[config.mk]
export PLATFORM = sky130hd
export DESIGN_NAME = gaprc_ctrl_flat
export DESIGN_NICKNAME = d
export VERILOG_FILES = /design/src/rtl/gaprc_pkg.sv /design/src/rtl/gaprc_if.sv /design/src/rtl/gaprc_ctrl.sv /design/src/flat_wrapper.sv
export VERILOG_INCLUDE_DIRS = /design/src /design/src/rtl
export SDC_FILE = /design/constraint.sdc
export NUM_CORES = 1
export LEC_CHECK = 0
export ABC_AREA = 1
export BUFFER_PORTS_ARGS = -buffer_cell sky130_fd_sc_hd__buf_2
export CORE_MARGIN = 3
export CORE_UTILIZATION = 54
export CTS_BUF_LIST = sky130_fd_sc_hd__clkbuf_4 sky130_fd_sc_hd__clkbuf_8 sky130_fd_sc_hd__clkbuf_16
export CTS_CLUSTER_DIAMETER = 150
export DETAILED_ROUTE_END_ITERATION = 12
export PLACE_DENSITY = 0.81
export SYNTH_ARGS = -nofsm -noshare
export SYNTH_HDL_FRONTEND = slang
export SYNTH_SLANG_ARGS = --single-unit
export TNS_END_PERCENT = 1
[constraint.sdc]
create_clock -name clk_i -period 9.8 [get_ports clk_i]
set_input_delay 0 -clock clk_i [delete_from_list [all_inputs] [get_ports clk_i]]
set_output_delay 0 -clock clk_i [all_outputs]
set_load 0.03 [all_outputs]
[src/rtl/grid_adjacent_pair_rect_count_defines.svh]
// ----------------------------------------------------------------------------
// Assertion macros for the adjacent free pair counter
// Shared shorthands for clocked concurrent checks on clk_i / rst_ni.
// ----------------------------------------------------------------------------
`ifndef GRID_ADJACENT_PAIR_RECT_COUNT_DEFINES_SVH
`define GRID_ADJACENT_PAIR_RECT_COUNT_DEFINES_SVH

// Check a property on every rising edge of clk_i outside reset
`define GAPRC_ASSERT(name, prop, msg) \
  name: assert property (@(posedge clk_i) disable iff (!rst_ni) (prop)) \
    else $error(msg);

// Check that an antecedent implies a consequent in the same cycle
`define GAPRC_ASSERT_IMPL(name, ante, cons, msg) \
  name: assert property (@(posedge clk_i) disable iff (!rst_ni) (ante) |-> (cons)) \
    else $error(msg);

`endif

[src/rtl/gaprc_pkg.sv]
`timescale 1ns / 1ps
// ----------------------------------------------------------------------------
// gaprc_pkg
// Sizes, codes and types shared by the adjacent free pair counter.
// ----------------------------------------------------------------------------
package gaprc_pkg;

  // Grid capacity
  localparam int MAX_ROWS = 64;
  localparam int MAX_COLS = 64;

  // Index and storage widths
  localparam int RA_W      = $clog2(MAX_ROWS);
  localparam int CA_W      = $clog2(MAX_COLS);
  localparam int ADDR_W    = RA_W + CA_W;
  localparam int MEM_DEPTH = 1 << ADDR_W;
  localparam int ROWP_W    = $clog2(MAX_COLS);
  localparam int COLP_W    = $clog2(MAX_ROWS);
  localparam int COLW_W    = 1 + COLP_W;

  // Field widths of the transactions and registers
  localparam int FIELD_W = 6;
  localparam int GRID_W  = 7;
  localparam int COUNT_W = 13;

  // Configuration port
  localparam int APB_AW = 3;
  localparam int APB_DW = 32;

  // Register indexes (word select bit of paddr)
  localparam logic REG_GRID_ROWS = 1'b0;
  localparam logic REG_GRID_COLS = 1'b1;

  // Transaction modes
  localparam logic MODE_LOAD  = 1'b0;
  localparam logic MODE_QUERY = 1'b1;

  typedef enum logic [2:0] {
    S_IDLE,
    S_LD_WR,
    S_Q_RUN,
    S_Q_DRAIN,
    S_DONE
  } state_e;

  // Register file to sequencer
  typedef struct packed {
    logic [GRID_W-1:0] grid_rows;
    logic [GRID_W-1:0] grid_cols;
    logic              wr;
  } cfg_t;

  // Column store word: cell bit and vertical pair count
  typedef struct packed {
    logic              free;
    logic [COLP_W-1:0] cnt;
  } col_word_t;

  typedef struct packed {
    logic              we;
    logic [ADDR_W-1:0] waddr;
    logic [ROWP_W-1:0] wdata;
    logic [ADDR_W-1:0] raddr_a;
    logic [ADDR_W-1:0] raddr_b;
  } row_req_t;

  typedef struct packed {
    logic              we;
    logic [ADDR_W-1:0] waddr;
    col_word_t         wdata;
    logic [ADDR_W-1:0] raddr_a;
    logic [ADDR_W-1:0] raddr_b;
  } col_req_t;

endpackage

[src/rtl/gaprc_if.sv]
`timescale 1ns / 1ps
// ----------------------------------------------------------------------------
// gaprc_in_if / gaprc_out_if
// Valid/ready channels for cell and query transactions and for results.
// ----------------------------------------------------------------------------
interface gaprc_in_if;
  logic                               valid;
  logic                               ready;
  logic                               mode;
  logic                               cell_free;
  logic [gaprc_pkg::FIELD_W-1:0]      top_row;
  logic [gaprc_pkg::FIELD_W-1:0]      left_col;
  logic [gaprc_pkg::FIELD_W-1:0]      bottom_row;
  logic [gaprc_pkg::FIELD_W-1:0]      right_col;

  modport source (
    output valid, mode, cell_free, top_row, left_col, bottom_row, right_col,
    input  ready
  );
  modport sink (
    input  valid, mode, cell_free, top_row, left_col, bottom_row, right_col,
    output ready
  );
endinterface

interface gaprc_out_if;
  logic                               valid;
  logic                               ready;
  logic [gaprc_pkg::COUNT_W-1:0]      pair_count;
  logic                               bad_query;

  modport source (
    output valid, pair_count, bad_query,
    input  ready
  );
  modport sink (
    input  valid, pair_count, bad_query,
    output ready
  );
endinterface

[src/rtl/gaprc_ctrl.sv]
`timescale 1ns / 1ps
// ----------------------------------------------------------------------------
// gaprc_ctrl
// Sequencer and datapath: read-modify-write of the prefix stores on a load,
// a parallel walk of rows and columns on a query, and the result register.
// ----------------------------------------------------------------------------
`include "grid_adjacent_pair_rect_count_defines.svh"

module gaprc_ctrl (
  input  logic                              clk_i,
  input  logic                              rst_ni,
  input  gaprc_pkg::cfg_t                   cfg_i,
  gaprc_in_if.sink                          in_i,
  gaprc_out_if.source                       out_o,
  output gaprc_pkg::row_req_t               row_req_o,
  output gaprc_pkg::col_req_t               col_req_o,
  input  logic [gaprc_pkg::ROWP_W-1:0]      row_rd_a_i,
  input  logic [gaprc_pkg::ROWP_W-1:0]      row_rd_b_i,
  input  gaprc_pkg::col_word_t              col_rd_a_i,
  input  gaprc_pkg::col_word_t              col_rd_b_i
);

  gaprc_pkg::state_e state_q, state_d;

  // Load position and running row count
  logic [gaprc_pkg::RA_W-1:0]   load_row_q, load_row_d;
  logic [gaprc_pkg::CA_W-1:0]   load_col_q, load_col_d;
  logic [gaprc_pkg::ROWP_W-1:0] row_run_q, row_run_d;
  logic                         prev_free_q, prev_free_d;

  // Query walk
  logic [gaprc_pkg::RA_W-1:0]   top_q, bottom_q;
  logic [gaprc_pkg::CA_W-1:0]   left_q, right_q;
  logic [gaprc_pkg::RA_W:0]     ri_q, ri_d;
  logic [gaprc_pkg::CA_W:0]     ci_q, ci_d;
  logic                         v_row_q, v_row_d;
  logic                         v_col_q, v_col_d;
  logic [gaprc_pkg::COUNT_W-1:0] acc_q, acc_d;
  logic                         bad_q;
  logic                         free_q;

  // Result register
  logic                          out_valid_q, out_valid_d;
  logic [gaprc_pkg::COUNT_W-1:0] out_count_q;
  logic                          out_bad_q;
  logic                          out_load;

  logic                          in_acc;
  logic                          is_query;
  logic                          q_bad;
  logic                          walk_last;
  logic                          row_active;
  logic                          col_active;
  logic [gaprc_pkg::RA_W-1:0]    above_row;
  logic [gaprc_pkg::ROWP_W-1:0]  row_new;
  logic [gaprc_pkg::COLP_W-1:0]  col_new;
  logic [gaprc_pkg::COUNT_W-1:0] row_diff;
  logic [gaprc_pkg::COUNT_W-1:0] col_diff;

  assign in_i.ready = (state_q == gaprc_pkg::S_IDLE);
  assign in_acc     = in_i.valid && (state_q == gaprc_pkg::S_IDLE);
  assign is_query   = (in_i.mode == gaprc_pkg::MODE_QUERY);
  assign out_load   = (state_q == gaprc_pkg::S_DONE) && (!out_valid_q || out_o.ready);

  // Reject reversed corners and corners outside the grid
  assign q_bad = (in_i.top_row > in_i.bottom_row) || (in_i.left_col > in_i.right_col)
              || (gaprc_pkg::GRID_W'(in_i.bottom_row) >= cfg_i.grid_rows)
              || (gaprc_pkg::GRID_W'(in_i.right_col) >= cfg_i.grid_cols);

  assign row_active = (ri_q <= {1'b0, bottom_q});
  assign col_active = (ci_q <= {1'b0, right_q});
  assign walk_last  = (ri_q >= {1'b0, bottom_q}) && (ci_q >= {1'b0, right_q});

  // Next state
  always_comb begin
    state_d = state_q;
    case (state_q)
      gaprc_pkg::S_IDLE: begin
        if (in_acc) begin
          if (!is_query) begin
            state_d = gaprc_pkg::S_LD_WR;
          end else if (q_bad) begin
            state_d = gaprc_pkg::S_DONE;
          end else begin
            state_d = gaprc_pkg::S_Q_RUN;
          end
        end
      end
      gaprc_pkg::S_LD_WR:   state_d = gaprc_pkg::S_IDLE;
      gaprc_pkg::S_Q_RUN: begin
        if (walk_last) begin
          state_d = gaprc_pkg::S_Q_DRAIN;
        end
      end
      gaprc_pkg::S_Q_DRAIN: state_d = gaprc_pkg::S_DONE;
      gaprc_pkg::S_DONE: begin
        if (out_load) begin
          state_d = gaprc_pkg::S_IDLE;
        end
      end
      default:              state_d = gaprc_pkg::S_IDLE;
    endcase
  end

  // New prefix values of the cell being loaded
  assign above_row = load_row_q - gaprc_pkg::RA_W'(1);
  assign row_new = (load_col_q == '0) ? '0
                 : row_run_q + gaprc_pkg::ROWP_W'(free_q && prev_free_q);
  assign col_new = (load_row_q == '0) ? '0
                 : col_rd_a_i.cnt + gaprc_pkg::COLP_W'(free_q && col_rd_a_i.free);

  // Per-step differences, taken modulo the count width
  assign row_diff = gaprc_pkg::COUNT_W'(row_rd_a_i) - gaprc_pkg::COUNT_W'(row_rd_b_i);
  assign col_diff = gaprc_pkg::COUNT_W'(col_rd_a_i.cnt) - gaprc_pkg::COUNT_W'(col_rd_b_i.cnt);

  // Memory requests and datapath updates
  always_comb begin
    row_req_o         = '0;
    col_req_o         = '0;
    load_row_d        = load_row_q;
    load_col_d        = load_col_q;
    row_run_d         = row_run_q;
    prev_free_d       = prev_free_q;
    ri_d              = ri_q;
    ci_d              = ci_q;
    v_row_d           = 1'b0;
    v_col_d           = 1'b0;
    acc_d             = acc_q + (v_row_q ? row_diff : '0) + (v_col_q ? col_diff : '0);
    out_valid_d       = out_valid_q;

    // Walk addresses: row ends of row ri, column ends of column ci
    row_req_o.raddr_a = {ri_q[gaprc_pkg::RA_W-1:0], right_q};
    row_req_o.raddr_b = {ri_q[gaprc_pkg::RA_W-1:0], left_q};
    col_req_o.raddr_a = {bottom_q, ci_q[gaprc_pkg::CA_W-1:0]};
    col_req_o.raddr_b = {top_q, ci_q[gaprc_pkg::CA_W-1:0]};

    case (state_q)
      gaprc_pkg::S_IDLE: begin
        // Fetch the cell above the load position
        col_req_o.raddr_a = {above_row, load_col_q};
        if (in_acc && is_query) begin
          ri_d  = {1'b0, gaprc_pkg::RA_W'(in_i.top_row)};
          ci_d  = {1'b0, gaprc_pkg::CA_W'(in_i.left_col)};
          acc_d = '0;
        end
      end
      gaprc_pkg::S_LD_WR: begin
        row_req_o.we    = 1'b1;
        row_req_o.waddr = {load_row_q, load_col_q};
        row_req_o.wdata = row_new;
        col_req_o.we    = 1'b1;
        col_req_o.waddr = {load_row_q, load_col_q};
        col_req_o.wdata = '{free: free_q, cnt: col_new};
        row_run_d       = row_new;
        prev_free_d     = free_q;
        // Advance in raster order, wrap at the grid end
        if ((gaprc_pkg::GRID_W'(load_col_q) + gaprc_pkg::GRID_W'(1)) >= cfg_i.grid_cols) begin
          load_col_d = '0;
          if ((gaprc_pkg::GRID_W'(load_row_q) + gaprc_pkg::GRID_W'(1)) >= cfg_i.grid_rows) begin
            load_row_d = '0;
          end else begin
            load_row_d = load_row_q + gaprc_pkg::RA_W'(1);
          end
        end else begin
          load_col_d = load_col_q + gaprc_pkg::CA_W'(1);
        end
      end
      gaprc_pkg::S_Q_RUN: begin
        v_row_d = row_active;
        v_col_d = col_active;
        ri_d    = ri_q + (gaprc_pkg::RA_W + 1)'(1);
        ci_d    = ci_q + (gaprc_pkg::CA_W + 1)'(1);
      end
      gaprc_pkg::S_Q_DRAIN: ;
      gaprc_pkg::S_DONE: ;
      default: ;
    endcase

    // Restart loading on any register write
    if (cfg_i.wr) begin
      load_row_d = '0;
      load_col_d = '0;
      row_run_d  = '0;
    end

    // Result slot
    if (out_load) begin
      out_valid_d = 1'b1;
    end else if (out_valid_q && out_o.ready) begin
      out_valid_d = 1'b0;
    end
  end

  // Control state
  always_ff @(posedge clk_i or negedge rst_ni) begin
    if (!rst_ni) begin
      state_q     <= gaprc_pkg::S_IDLE;
      load_row_q  <= '0;
      load_col_q  <= '0;
      row_run_q   <= '0;
      prev_free_q <= 1'b0;
      v_row_q     <= 1'b0;
      v_col_q     <= 1'b0;
      out_valid_q <= 1'b0;
    end else begin
      state_q     <= state_d;
      load_row_q  <= load_row_d;
      load_col_q  <= load_col_d;
      row_run_q   <= row_run_d;
      prev_free_q <= prev_free_d;
      v_row_q     <= v_row_d;
      v_col_q     <= v_col_d;
      out_valid_q <= out_valid_d;
    end
  end

  // Payload registers
  always_ff @(posedge clk_i) begin
    ri_q  <= ri_d;
    ci_q  <= ci_d;
    acc_q <= acc_d;
    if (in_acc) begin
      free_q   <= in_i.cell_free;
      top_q    <= gaprc_pkg::RA_W'(in_i.top_row);
      bottom_q <= gaprc_pkg::RA_W'(in_i.bottom_row);
      left_q   <= gaprc_pkg::CA_W'(in_i.left_col);
      right_q  <= gaprc_pkg::CA_W'(in_i.right_col);
      bad_q    <= q_bad;
    end
    if (out_load) begin
      out_count_q <= bad_q ? '0 : acc_q;
      out_bad_q   <= bad_q;
    end
  end

  assign out_o.valid      = out_valid_q;
  assign out_o.pair_count = out_count_q;
  assign out_o.bad_query  = out_bad_q;

  // Checks
  `GAPRC_ASSERT(a_load_pos_in_grid,
    (gaprc_pkg::GRID_W'(load_col_q) < cfg_i.grid_cols)
      && (gaprc_pkg::GRID_W'(load_row_q) < cfg_i.grid_rows),
    "load position outside the configured grid")
  `GAPRC_ASSERT(a_done_posts_result,
    out_load |=> out_valid_q,
    "finished query did not post its result")
  `GAPRC_ASSERT_IMPL(a_acc_follows_walk, v_row_q || v_col_q,
    $past(state_q) == gaprc_pkg::S_Q_RUN,
    "accumulate flag set outside a query walk")
  `GAPRC_ASSERT_IMPL(a_bad_has_zero_count, out_valid_q && out_bad_q,
    out_count_q == '0,
    "rejected query carries a nonzero count")

endmodule

[src/flat_wrapper.sv]
// flat-port wrapper written by rule: the top's interface ports become plain ports
module gaprc_ctrl_flat 
  (clk_i, rst_ni, cfg_i, row_req_o, col_req_o, row_rd_a_i, row_rd_b_i, col_rd_a_i, col_rd_b_i, in_i_valid, in_i_mode, in_i_cell_free, in_i_top_row, in_i_left_col, in_i_bottom_row, in_i_right_col, in_i_ready, out_o_valid, out_o_pair_count, out_o_bad_query, out_o_ready);
  gaprc_in_if in_i_i ();
  gaprc_out_if out_o_i ();
  input  logic clk_i;
  input  logic rst_ni;
  input  gaprc_pkg::cfg_t cfg_i;
  output gaprc_pkg::row_req_t row_req_o;
  output gaprc_pkg::col_req_t col_req_o;
  input  logic [gaprc_pkg::ROWP_W-1:0] row_rd_a_i;
  input  logic [gaprc_pkg::ROWP_W-1:0] row_rd_b_i;
  input  gaprc_pkg::col_word_t col_rd_a_i;
  input  gaprc_pkg::col_word_t col_rd_b_i;
  input wire logic [$bits(in_i_i.valid)-1:0] in_i_valid;
  input wire logic [$bits(in_i_i.mode)-1:0] in_i_mode;
  input wire logic [$bits(in_i_i.cell_free)-1:0] in_i_cell_free;
  input wire logic [$bits(in_i_i.top_row)-1:0] in_i_top_row;
  input wire logic [$bits(in_i_i.left_col)-1:0] in_i_left_col;
  input wire logic [$bits(in_i_i.bottom_row)-1:0] in_i_bottom_row;
  input wire logic [$bits(in_i_i.right_col)-1:0] in_i_right_col;
  output wire logic [$bits(in_i_i.ready)-1:0] in_i_ready;
  output wire logic [$bits(out_o_i.valid)-1:0] out_o_valid;
  output wire logic [$bits(out_o_i.pair_count)-1:0] out_o_pair_count;
  output wire logic [$bits(out_o_i.bad_query)-1:0] out_o_bad_query;
  input wire logic [$bits(out_o_i.ready)-1:0] out_o_ready;
  assign in_i_i.valid = in_i_valid;
  assign in_i_i.mode = in_i_mode;
  assign in_i_i.cell_free = in_i_cell_free;
  assign in_i_i.top_row = in_i_top_row;
  assign in_i_i.left_col = in_i_left_col;
  assign in_i_i.bottom_row = in_i_bottom_row;
  assign in_i_i.right_col = in_i_right_col;
  assign in_i_ready = in_i_i.ready;
  assign out_o_valid = out_o_i.valid;
  assign out_o_pair_count = out_o_i.pair_count;
  assign out_o_bad_query = out_o_i.bad_query;
  assign out_o_i.ready = out_o_ready;
  gaprc_ctrl u_core (.clk_i(clk_i), .rst_ni(rst_ni), .cfg_i(cfg_i), .in_i(in_i_i), .out_o(out_o_i), .row_req_o(row_req_o), .col_req_o(col_req_o), .row_rd_a_i(row_rd_a_i), .row_rd_b_i(row_rd_b_i), .col_rd_a_i(col_rd_a_i), .col_rd_b_i(col_rd_b_i));
endmodule
# [Yosys cells after proc, flatten, opt, wreduce, memory -nomap -nowiden]
# Index checks and enable logic that the tools add are counted.
[word_totals] ff_bits=92 inputBits=71
[classes] add_sub_neg=13 magnitude_cmp=10 n_eq_ne=8 muxes=32 reduce_logical=22
[ops] op="6-bit 2-to-1 mux" count=11
[ops] op="13-bit 2-to-1 mux" count=4
[ops] op="7-bit one-hot mux with 2 select lines" count=2
[ops] op="13-bit adder" count=2
[ops] op="20-bit 2-to-1 mux" count=1
[ops] op="19-bit 2-to-1 mux" count=1
[ops] op="3-bit 2-to-1 mux" count=5
[ops] op="6-bit by 1-bit adder with 7-bit output, second input constant" count=2
[ops] op="7-bit by 1-bit adder with 7-bit output, second input constant" count=2
[ops] op="6-bit by 7-bit greater-or-equal comparator with 1-bit output" count=2
[ops] op="7-bit by 6-bit greater-or-equal comparator with 1-bit output" count=2
[ops] op="7-bit greater-or-equal comparator" count=2
[ops] op="7-bit by 6-bit <= comparator with 1-bit output" count=2
[ops] op="7-bit 2-to-1 mux" count=2
[ops] op="6-bit by 6-bit subtractor with 7-bit output" count=2
[ops] op="6-bit by 1-bit adder with 6-bit output" count=2
[ops] op="6-bit by 1-bit adder with 6-bit output, second input constant" count=2
[ops] op="6-bit > comparator" count=2
[ops] op="6-bit zero test" count=2
[ops] op="12-bit 2-to-1 mux" count=1
[ops] op="3-bit one-hot mux with 4 select lines" count=1
[ops] op="2-bit by 1-bit != test with 1-bit output, second input constant" count=4
[ops] op="2-bit nonzero test" count=4
[ops] op="1-bit logical AND" count=7
[ops] op="10 further kinds" count=18

# [Longest topological paths before layout]
# Gate-level depths: netlist (run 1).
[depth] word_depth=8 mapped_depth=20 mapped_depth_nobuf=20

# [Worst setup path before layout (run 1)]
# No wires, ideal clock.
[synth_timing] kind="input to register" from="input col_rd_a_i[0] in the netlist's numbering" to="register u_core.acc_q[10] in the netlist's numbering" t_arrival_ps=3479 required_ps=9687 setup_slack_ps=6208 path_stages=18 path_buffers=0 cell_sequence="inv_1 > ha_1 > inv_1 > fa_1 > a21oi_1 > o21ai_0 > nand2_1 > a21oi_1 > nor3b_1 > fa_1 > ha_1 > nand2_1 > o21ai_0 > a21oi_1 > o21ai_0 > nand2_1 > nand2_1 > nor2_1"
[synth_between] elab_chain_cells=5
[synth_lines] element="start: declaration" line="flat_wrapper.sv:13" rtl="input gaprc_pkg::col_word_t col_rd_a_i;"
[synth_lines] element="6-bit by 6-bit subtractor with 7-bit output (*)" line="gaprc_ctrl.sv:114" rtl="assign col_diff = gaprc_pkg::COUNT_W'(col_rd_a_i.cnt) - gaprc_pkg::COUNT_W'(col_rd_b_i.cnt);"
[synth_lines] element="13-bit 2-to-1 mux (*)" line="gaprc_ctrl.sv:128" rtl="acc_d = acc_q + (v_row_q ? row_diff : '0) + (v_col_q ? col_diff : '0);"
[synth_lines] element="13-bit adder (*)" line="gaprc_ctrl.sv:128"
[synth_lines] element="13-bit 2-to-1 mux" line="gaprc_ctrl.sv:141" rtl="if (in_acc && is_query) begin"
[synth_lines] element="13-bit 2-to-1 mux (*)" line="gaprc_ctrl.sv:137" rtl="case (state_q)"
[synth_lines] element="named net u_core.acc_d, one bit" line="gaprc_ctrl.sv:38" rtl="logic [gaprc_pkg::COUNT_W-1:0] acc_q, acc_d;"
[synth_lines] element="end signal: assignment" line="gaprc_ctrl.sv:221" rtl="acc_q <= acc_d;"
[synth_lines] element="end: declaration" line="gaprc_ctrl.sv:38"
# Mark *: on every way through the listed nets, which the timed path passes. The rest lies on a longest branch.
# A chain may end at the register's enable or synchronous reset.

# [Worst setup path after layout (run 1)]
[layout_timing] from="input row_rd_a_i[0] in the netlist's numbering" to="register u_core.acc_q[10] in the netlist's numbering"
[layout_between] elab_chain_cells=6
[layout_lines] element="start: declaration" line="flat_wrapper.sv:11" rtl="input logic [gaprc_pkg::ROWP_W-1:0] row_rd_a_i;"
[layout_lines] element="6-bit by 6-bit subtractor with 7-bit output (*)" line="gaprc_ctrl.sv:113" rtl="assign row_diff = gaprc_pkg::COUNT_W'(row_rd_a_i) - gaprc_pkg::COUNT_W'(row_rd_b_i);"
[layout_lines] element="13-bit 2-to-1 mux (*)" line="gaprc_ctrl.sv:128"
[layout_lines] element="13-bit adder (*) (2 in series)" line="gaprc_ctrl.sv:128"
[layout_lines] element="13-bit 2-to-1 mux" line="gaprc_ctrl.sv:141"
[layout_lines] element="13-bit 2-to-1 mux (*)" line="gaprc_ctrl.sv:137"
[layout_lines] element="named net u_core.acc_d, one bit" line="gaprc_ctrl.sv:38"
# Marks and branches as above.

==> run metrics, run 1 <==
Worst Hold Path Cells 4; number of nets with antenna violations after routing 0; cell type of the slowest stage on the worst timing path nor2_1; tightest slew margin relative to the limit 0.318; CP max FO 7; total track usage 0.231; total power per unit cell area 244 nW/um^2; post-synthesis instance area 7000 um^2; global-route wire length before repair 26800 um; Worst Setup Path Type in2reg; final max-slew violation count 0; reg-to-reg startpoint u_core.v_row_q$_DFF_PN0_; DRT Pass-1 Iters 4; DRC 0; CTS buffer count 9; area after detailed placement 7800 um^2; Die Width 120 um; clock tree from TritonCTS yes; net count of the finished layout 1203; violation count after the first detailed-routing iteration 357; proportion of synthesized chip area in sequential cells 0.358; clock period minus worst slack 3.23 ns; final wirelength 16200 um; area delta synth->final 19.7%; Largest delay share family, worst path adder cells; Vert. Die Dim 120 um; met2 track demand over resource 0.399; # resized after CTS 0; end of the worst hold path u_core.state_q[0]$_DFFE_PN0P_; area of the core region 12300 um^2; Critical R2R Capture u_core.acc_q[10]$_DFF_P_; initial standard-cell utilization of the core 0.568; part of the cycle the worst path needs 0.330; FMAX 309 MHz; clock insertion delay at the later pin of the skew report 0.35 ns; total negative slack 0 ns; IR drop worst, VDD 0.262 mV; distinct cell type count after synthesis 36; logic depth of the worst register-to-register path 11; final HPWL from detailed placement 12700 um; critical-path cell list buf_2 -> inv_1 -> ha_1 -> inv_1 -> fa_1 -> a31oi_1 -> inv_1 -> a21oi_1 -> o21ai_0 -> nor2_1 -> fa_1 -> ha_1 -> nand2_1 -> o21ai_0 -> a21oi_1 -> o21ai_0 -> nand2_1 -> nand2_1 -> nor2_1; CTS H-tree lvls 3; total number of vias 6083; Mapped Avg Cell Area 8.13 um^2; Final Total Pwr 0.00205 W; delay contributed by the slowest stage of the critical path 0.58 ns; Hold Crit Start in_i_mode; Setup Fix Bufs, Post-CTS 0; arrival time reported for the critical path endpoint 3.48 ns; Worst-path clk slew 0.07 ns; met1 track demand over resource 0.288; cell chosen for the clock root clkbuf_16; fraction of layout cells with a size suffix above 1 0.198; via count of the first global-routing pass 5771; result of the run finished, final reports clean; met3 GRT Util 0.0434; Yosys warning count 0; final setup skew 0.00731 ns; number of setup violations in the final report 0; GRT overflow 0; HP Class in2reg; DIE AREA 14400 um^2; clock sink count 92; pin count of the biggest net entering global routing 29; sort of element at the end of the critical path flip-flop; FF-to-FF setup slack 6.87 ns; RSZ-0062 raised after global routing no; element type at the critical path start input port; GPL Wtd Cong 0.860; most crowded layer after global routing met2; net count of the mapped netlist 1032; slack of the critical path 6.57 ns; data required time of the critical path 10.05 ns; final instance area 8380 um^2; number of antenna violations at the first check in global routing 1; cell count after synthesis 861; Place WS 6.21 ns; final number of hold-violating endpoints 0; I/O Buffers 172; routed length per instance 13.4 um; Slew @ Worst Pin 1.02 ns; max-capacitance violation count 0; detail-routed via count per cell 5.04; I/O pins 174; flop and latch count out of synthesis 92; number of core rows 40; maximum root-to-sink buffer count 2; Worst Path Buf+Inv 4; leak pwr 4.48 nW
area by class of cell:
type / instances / area [um^2]
clock buffers: 10 / 233
well taps: 168 / 210
inverters: 160 / 601
multi-input cells: 567 / 3600
fillers: 1005 / 3940
clock inverters: 6 / 65.1
repair buffers: 202 / 1160
diodes: 1 / 2.50
flip-flops and latches: 92 / 2510
Yosys cell counts (all sizes together):
cell type,instances,area [um^2]
clkbuf,6,22.5
buf,36,267
nand2,159,602
a22o,1,8.76
o21bai,1,7.51
o21a,9,67.6
dfrtp,25,626
dfxtp,13,260
edfxtp,54,1620
o31ai,1,7.51
nor3,8,56.3
nand4,10,62.6
nand3b,1,7.51
xnor2,5,43.8
xor2,19,166
ha,85,1060
or2,6,37.5
nor3b,3,27.5
nor2,77,292
a31oi,2,12.5
a21oi,55,275
nor4,1,6.26
o211ai,1,7.51
a21o,3,22.5
inv,160,601
nand3,49,245
o21ai,56,280
fa,15,300
metal layers:
layer  routed length (um)  share of wire
met4                  332          0.021
met1                 6950           0.43
met3                  825          0.051
met2                 8070           0.50
met5                    0              0
worst max-delay path by stage:
stage / start / to / slack (ns) / cells past startpoint
6_report: row_rd_a_i[0] / u_core.acc_q[10]$_DFF_P_ / 6.57 / 19
5_1_grt: row_rd_a_i[0] / u_core.acc_q[10]$_DFF_P_ / 6.21 / 19
4_1_cts: row_rd_a_i[0] / u_core.acc_q[10]$_DFF_P_ / 6.57 / 19
3_5_place_dp: row_rd_a_i[0] / u_core.acc_q[10]$_DFF_P_ / 6.21 / 19
3_3_place_gp: row_rd_a_i[0] / u_core.acc_q[10]$_DFF_P_ / 6.24 / 19
2_1_floorplan: col_rd_a_i[0] / u_core.acc_q[10]$_DFF_P_ / 6.21 / 18
power by group:
group	switching, W	internal (W)	leakage [nW]
registers	0.0000859	0.000544	0.943
clock network	0.000150	0.000200	0.142
logic	0.000747	0.000319	3.39
total	0.000983	0.00106	4.48
cell families (layout without fill, tap and decap cells):
family	Yosys count	after routing	share of synthesized area
buffers and inverters	202	378	0.127
adders and majority gates	100	100	0.195
DFF	92	92	0.358
and+or+nand+nor	314	314	0.191
xor gates and xnor gates	24	24	0.0300
other	0	1	0
AOI/OAI and AO/OA	129	129	0.0985
per-stage QoR:
stage | std cells | hold slack (ns) | util
6_report | 1206 | 0.0101 | 0.680
5_1_grt | 1206 | 0.0640 | 0.680
4_1_cts | 1205 | 0.000261 | 0.680
3_5_place_dp | 1161 | 0.0411 | 0.633
3_3_place_gp | 1161 | 0.0417 | 0.633
2_1_floorplan | 861 | -0.296 | -
repair_timing:
action | in CTS | in global routing
setup endpoints to repair | 0 | 0
endpoints found under the hold margin | 69 | 0
hold buffers | 28 | 0
cells in the final DEF (no fill, tap or decap), drive strengths merged, types with 5 or more instances in the layout:
cell type,n
a21oi,55
buf,174
clkbuf,10
dfrtp,25
dfxtp,13
dlygate4sd3,28
edfxtp,54
fa,15
ha,85
inv,160
nand2,159
nand3,49
nand4,10
nor2,77
nor3,8
o21a,9
o21ai,56
or2,6
xnor2,5
xor2,19
worst min-delay path: stages:
cell and delay (ns):
buf_2 0.09, inv_1 0.05, o21ai_0 0.14, nor2_1 0.05
registers in the layout (all words and copies together) (netlist names), 3 cells and up:
signal and count:
u_core.top_q 6, u_core.load_col_q 6, u_core.bottom_q 6, u_core.acc_q 13, u_core.left_q 6, u_core.ci_q 7
u_core.right_q 6, u_core.state_q 3, u_core.load_row_q 6, u_core.ri_q 7, u_core.out_o.pair_count 13, u_core.row_run_q 6
Power figures use the tool's default switching activity.
==> run 2: changes to the inputs <==
==> constraint.sdc (replaced) <==
create_clock -name clk_i -period 3.1 [get_ports clk_i]
set_input_delay 0 -clock clk_i [delete_from_list [all_inputs] [get_ports clk_i]]
set_output_delay 0 -clock clk_i [all_outputs]
set_load 0.03 [all_outputs]
==> run metrics, run 2 (synthesis results as in run 1) <==
internal power 0.00345 W (+220%); reg-to-reg startpoint u_core.v_row_q$_DFF_PN0_; detail-routed via count per cell 5.16 (+2.4%); DRT Pass-1 Iters 5 (+1); power share of the sequential group 0.303 (-0.005); Die Width 120 um (unchanged); number of nets with antenna violations after routing 0 (unchanged); tightest slew margin relative to the limit 0.562 (+0.244); switching share of total power 0.479 (-0.00118); post-route core utilization 0.692 (+0.0113); IR drop worst, VDD 0.876 mV (+230%); total negative slack 0 ns (unchanged); arrival time reported for the critical path endpoint 3.13 ns (-0.35 ns); critical-path cell list buf_2 -> inv_1 -> ha_1 -> inv_1 -> fa_1 -> a21oi_1 -> o21ai_0 -> nand2_1 -> a21oi_1 -> nor3b_4 -> buf_4 -> fa_1 -> ha_1 -> a21oi_1 -> o21ai_1 -> a21oi_1 -> buf_4 -> o21ai_0 -> a21oi_1; total track usage 0.247 (+0.0158); cell repeated most along the worst path a21oi_1; cell type of the slowest stage on the worst timing path fa_1; delay contributed by the slowest stage of the critical path 0.42 ns (-0.16 ns); filler instances 1003 (-0.20%); total area of multi-input combinational cells 3620 um^2 (+0.49%); final wirelength 17200 um (+6.1%); GRT overflow 0 (unchanged); cell chosen for the clock root clkbuf_16; element type at the critical path start input port; DIE AREA 14400 um^2 (unchanged); Hold Crit Start in_i_mode; max-capacitance violation count 0 (unchanged); Clock power frac 0.173 (+0.002); share of power burned in combinational logic 0.525 (+0.004); Critical R2R Capture u_core.acc_q[8]$_DFF_P_; final HPWL from detailed placement 13200 um (+4.2%); FF-to-FF setup slack 0.50 ns (-6.37 ns); logic depth of the worst register-to-register path 12 (+1); final max-slew violation count 0 (unchanged); register cell area after layout 2510 um^2 (unchanged); FMAX 350 MHz; DRC 0 (unchanged); area of the core region 12300 um^2 (unchanged); fraction of layout cells with a size suffix above 1 0.210 (+0.0120); part of the cycle the worst path needs 0.922; Worst Hold Path Cells 4 (unchanged); area delta synth->final 21.7%; I/O Buffers 172 (unchanged); GPL Wtd Cong 0.974 (+13%); data required time of the critical path 3.37 ns (-6.68 ns); CTS buffer count 9 (unchanged); most frequent cells in the layout buf_2 (172), inv_1 (158), nand2_1 (157); Worst Setup Path Type in2reg; Largest delay share family, worst path adder cells; Worst Path Buf+Inv 5 (+1); non-filler instance count after layout 1217 (+0.91%); n_diodes 0 (-1); CP max FO 4 (-3); initial standard-cell utilization of the core 0.568 (unchanged); Worst-path clk slew 0.07 ns (about the same); pin count of the biggest net entering global routing 29 (unchanged); most frequent standard cell in the layout excluding fill and tap cells buf_2; net count of the finished layout 1215 (+1.0%); number of setup violations in the final report 0 (unchanged); maximum root-to-sink buffer count 2 (unchanged); clock period minus worst slack 2.86 ns; HP Class in2reg; clock tree from TritonCTS yes; violation count after the first detailed-routing iteration 390 (+9.2%); final setup skew 0.00809 ns (+0.000781 ns); power dissipated by switching net loads 0.00317 W (+220%); global-route wire length before repair 28400 um (+6.1%); total power per unit cell area 778 nW/um^2 (+220%); RSZ-0062 raised after global routing no; clock insertion delay at the later pin of the skew report 0.35 ns (about the same); routed length per instance 14.1 um (+5.1%); I/O pins 174 (unchanged); number of antenna violations at the first check in global routing 1 (unchanged); number of core rows 40 (unchanged); sort of element at the end of the critical path flip-flop; Slew @ Worst Pin 0.655 ns (-0.364 ns); via count of the first global-routing pass 6236 (+8.1%); Vert. Die Dim 120 um (unchanged); Setup Fix Bufs, Post-CTS 0 (unchanged); clock sink count 92 (unchanged); total number of vias 6283 (+3.3%); result of the run finished, final reports clean; final number of hold-violating endpoints 0 (unchanged); CTS H-tree lvls 3 (unchanged); end of the worst hold path u_core.state_q[0]$_DFFE_PN0P_; leak pwr 4.55 nW (+1.6%); cell count after placement 1173 (+1.0%)
[run 2: cell count changes in the layout (fill, tap and decap cells not counted), sizes merged]
cell	change
inv	+2
clkbuf	+1
buf	+12
diode	-1
clkinvlp	-1
clkinv	-2
[run 2: layer usage]
layer | up-vias | wire, um | share of wire | global-route usage
met5 | - | 7 | 0.00041 | 0
met4 | 2 | 554 | 0.032 | 0.0995
met3 | 52 | 1150 | 0.067 | 0.0627
met2 | 231 | 8950 | 0.52 | 0.449
met1 | 2870 | 6500 | 0.38 | 0.274
li1 | 3128 | - | - | -
[run 2: power by group through the flow]
stage	clock, W	sequential [W]	combinational (W)
finish	0.00114	0.00201	0.00347
global route	0.00122	0.00205	0.00385
CTS	0.00116	0.00200	0.00347
detailed placement	0	0.00202	0.00342
global placement	0	0.00201	0.00333
floorplan	0	0.00215	0.00241
[run 2: repair_timing]
item                                   4_1_cts  5_1_grt
endpoints found under the hold margin       70        0
hold buffers                                28        0
setup endpoints to repair                    0        4
resized for setup                            0        4
[run 2: through the flow]
stage	hold slack [ns]	setup slack [ns]	power (W)	instance area, um^2
2_1_floorplan	-0.296	0.0692	0.00456	7010
3_3_place_gp	0.0469	-0.00429	0.00535	7920
3_5_place_dp	0.0380	-0.132	0.00544	7920
4_1_cts	0.0117	0.217	0.00663	8510
5_1_grt	0.0226	0.00887	0.00712	8520
6_report	0.0236	0.240	0.00662	8520
[run 2: final cells by class]
type | instances | share of cell area
clock inverter | 5 | 0.00705
timing repair buffer | 214 | 0.149
sequential | 92 | 0.294
clock buffer | 11 | 0.0289
tap | 168 | 0.0247
inverter | 160 | 0.0705
multi-input combinational | 567 | 0.425
[run 2: how the worst max path moves through the flow]
stage	from	endpoint	slack (ns)	cells after the start
final	col_rd_a_i[0]	u_core.acc_q[8]$_DFF_P_	0.24	19
after CTS	col_rd_a_i[0]	u_core.acc_q[8]$_DFF_P_	0.22	19
after global placement	col_rd_a_i[0]	u_core.acc_q[10]$_DFF_P_	-0.004	20
after detailed placement	col_rd_a_i[0]	u_core.acc_q[10]$_DFF_P_	-0.13	20
after floorplan	row_rd_a_i[0]	u_core.acc_q[10]$_DFF_P_	0.07	18
after global routing	col_rd_a_i[0]	u_core.acc_q[12]$_DFF_P_	0.009	20
[run 2: worst register-to-register path: stages, from the launching register on]
cell and delay [ns]:
dfrtp_1 0.39, inv_1 0.11, a21oi_1 0.11, o21ai_0 0.12
fa_1 0.49, inv_1 0.05, ha_1 0.36, a21oi_1 0.15
nand2_1 0.14, a21oi_1 0.24, buf_4 0.15, o21ai_0 0.06
a21oi_1 0.16
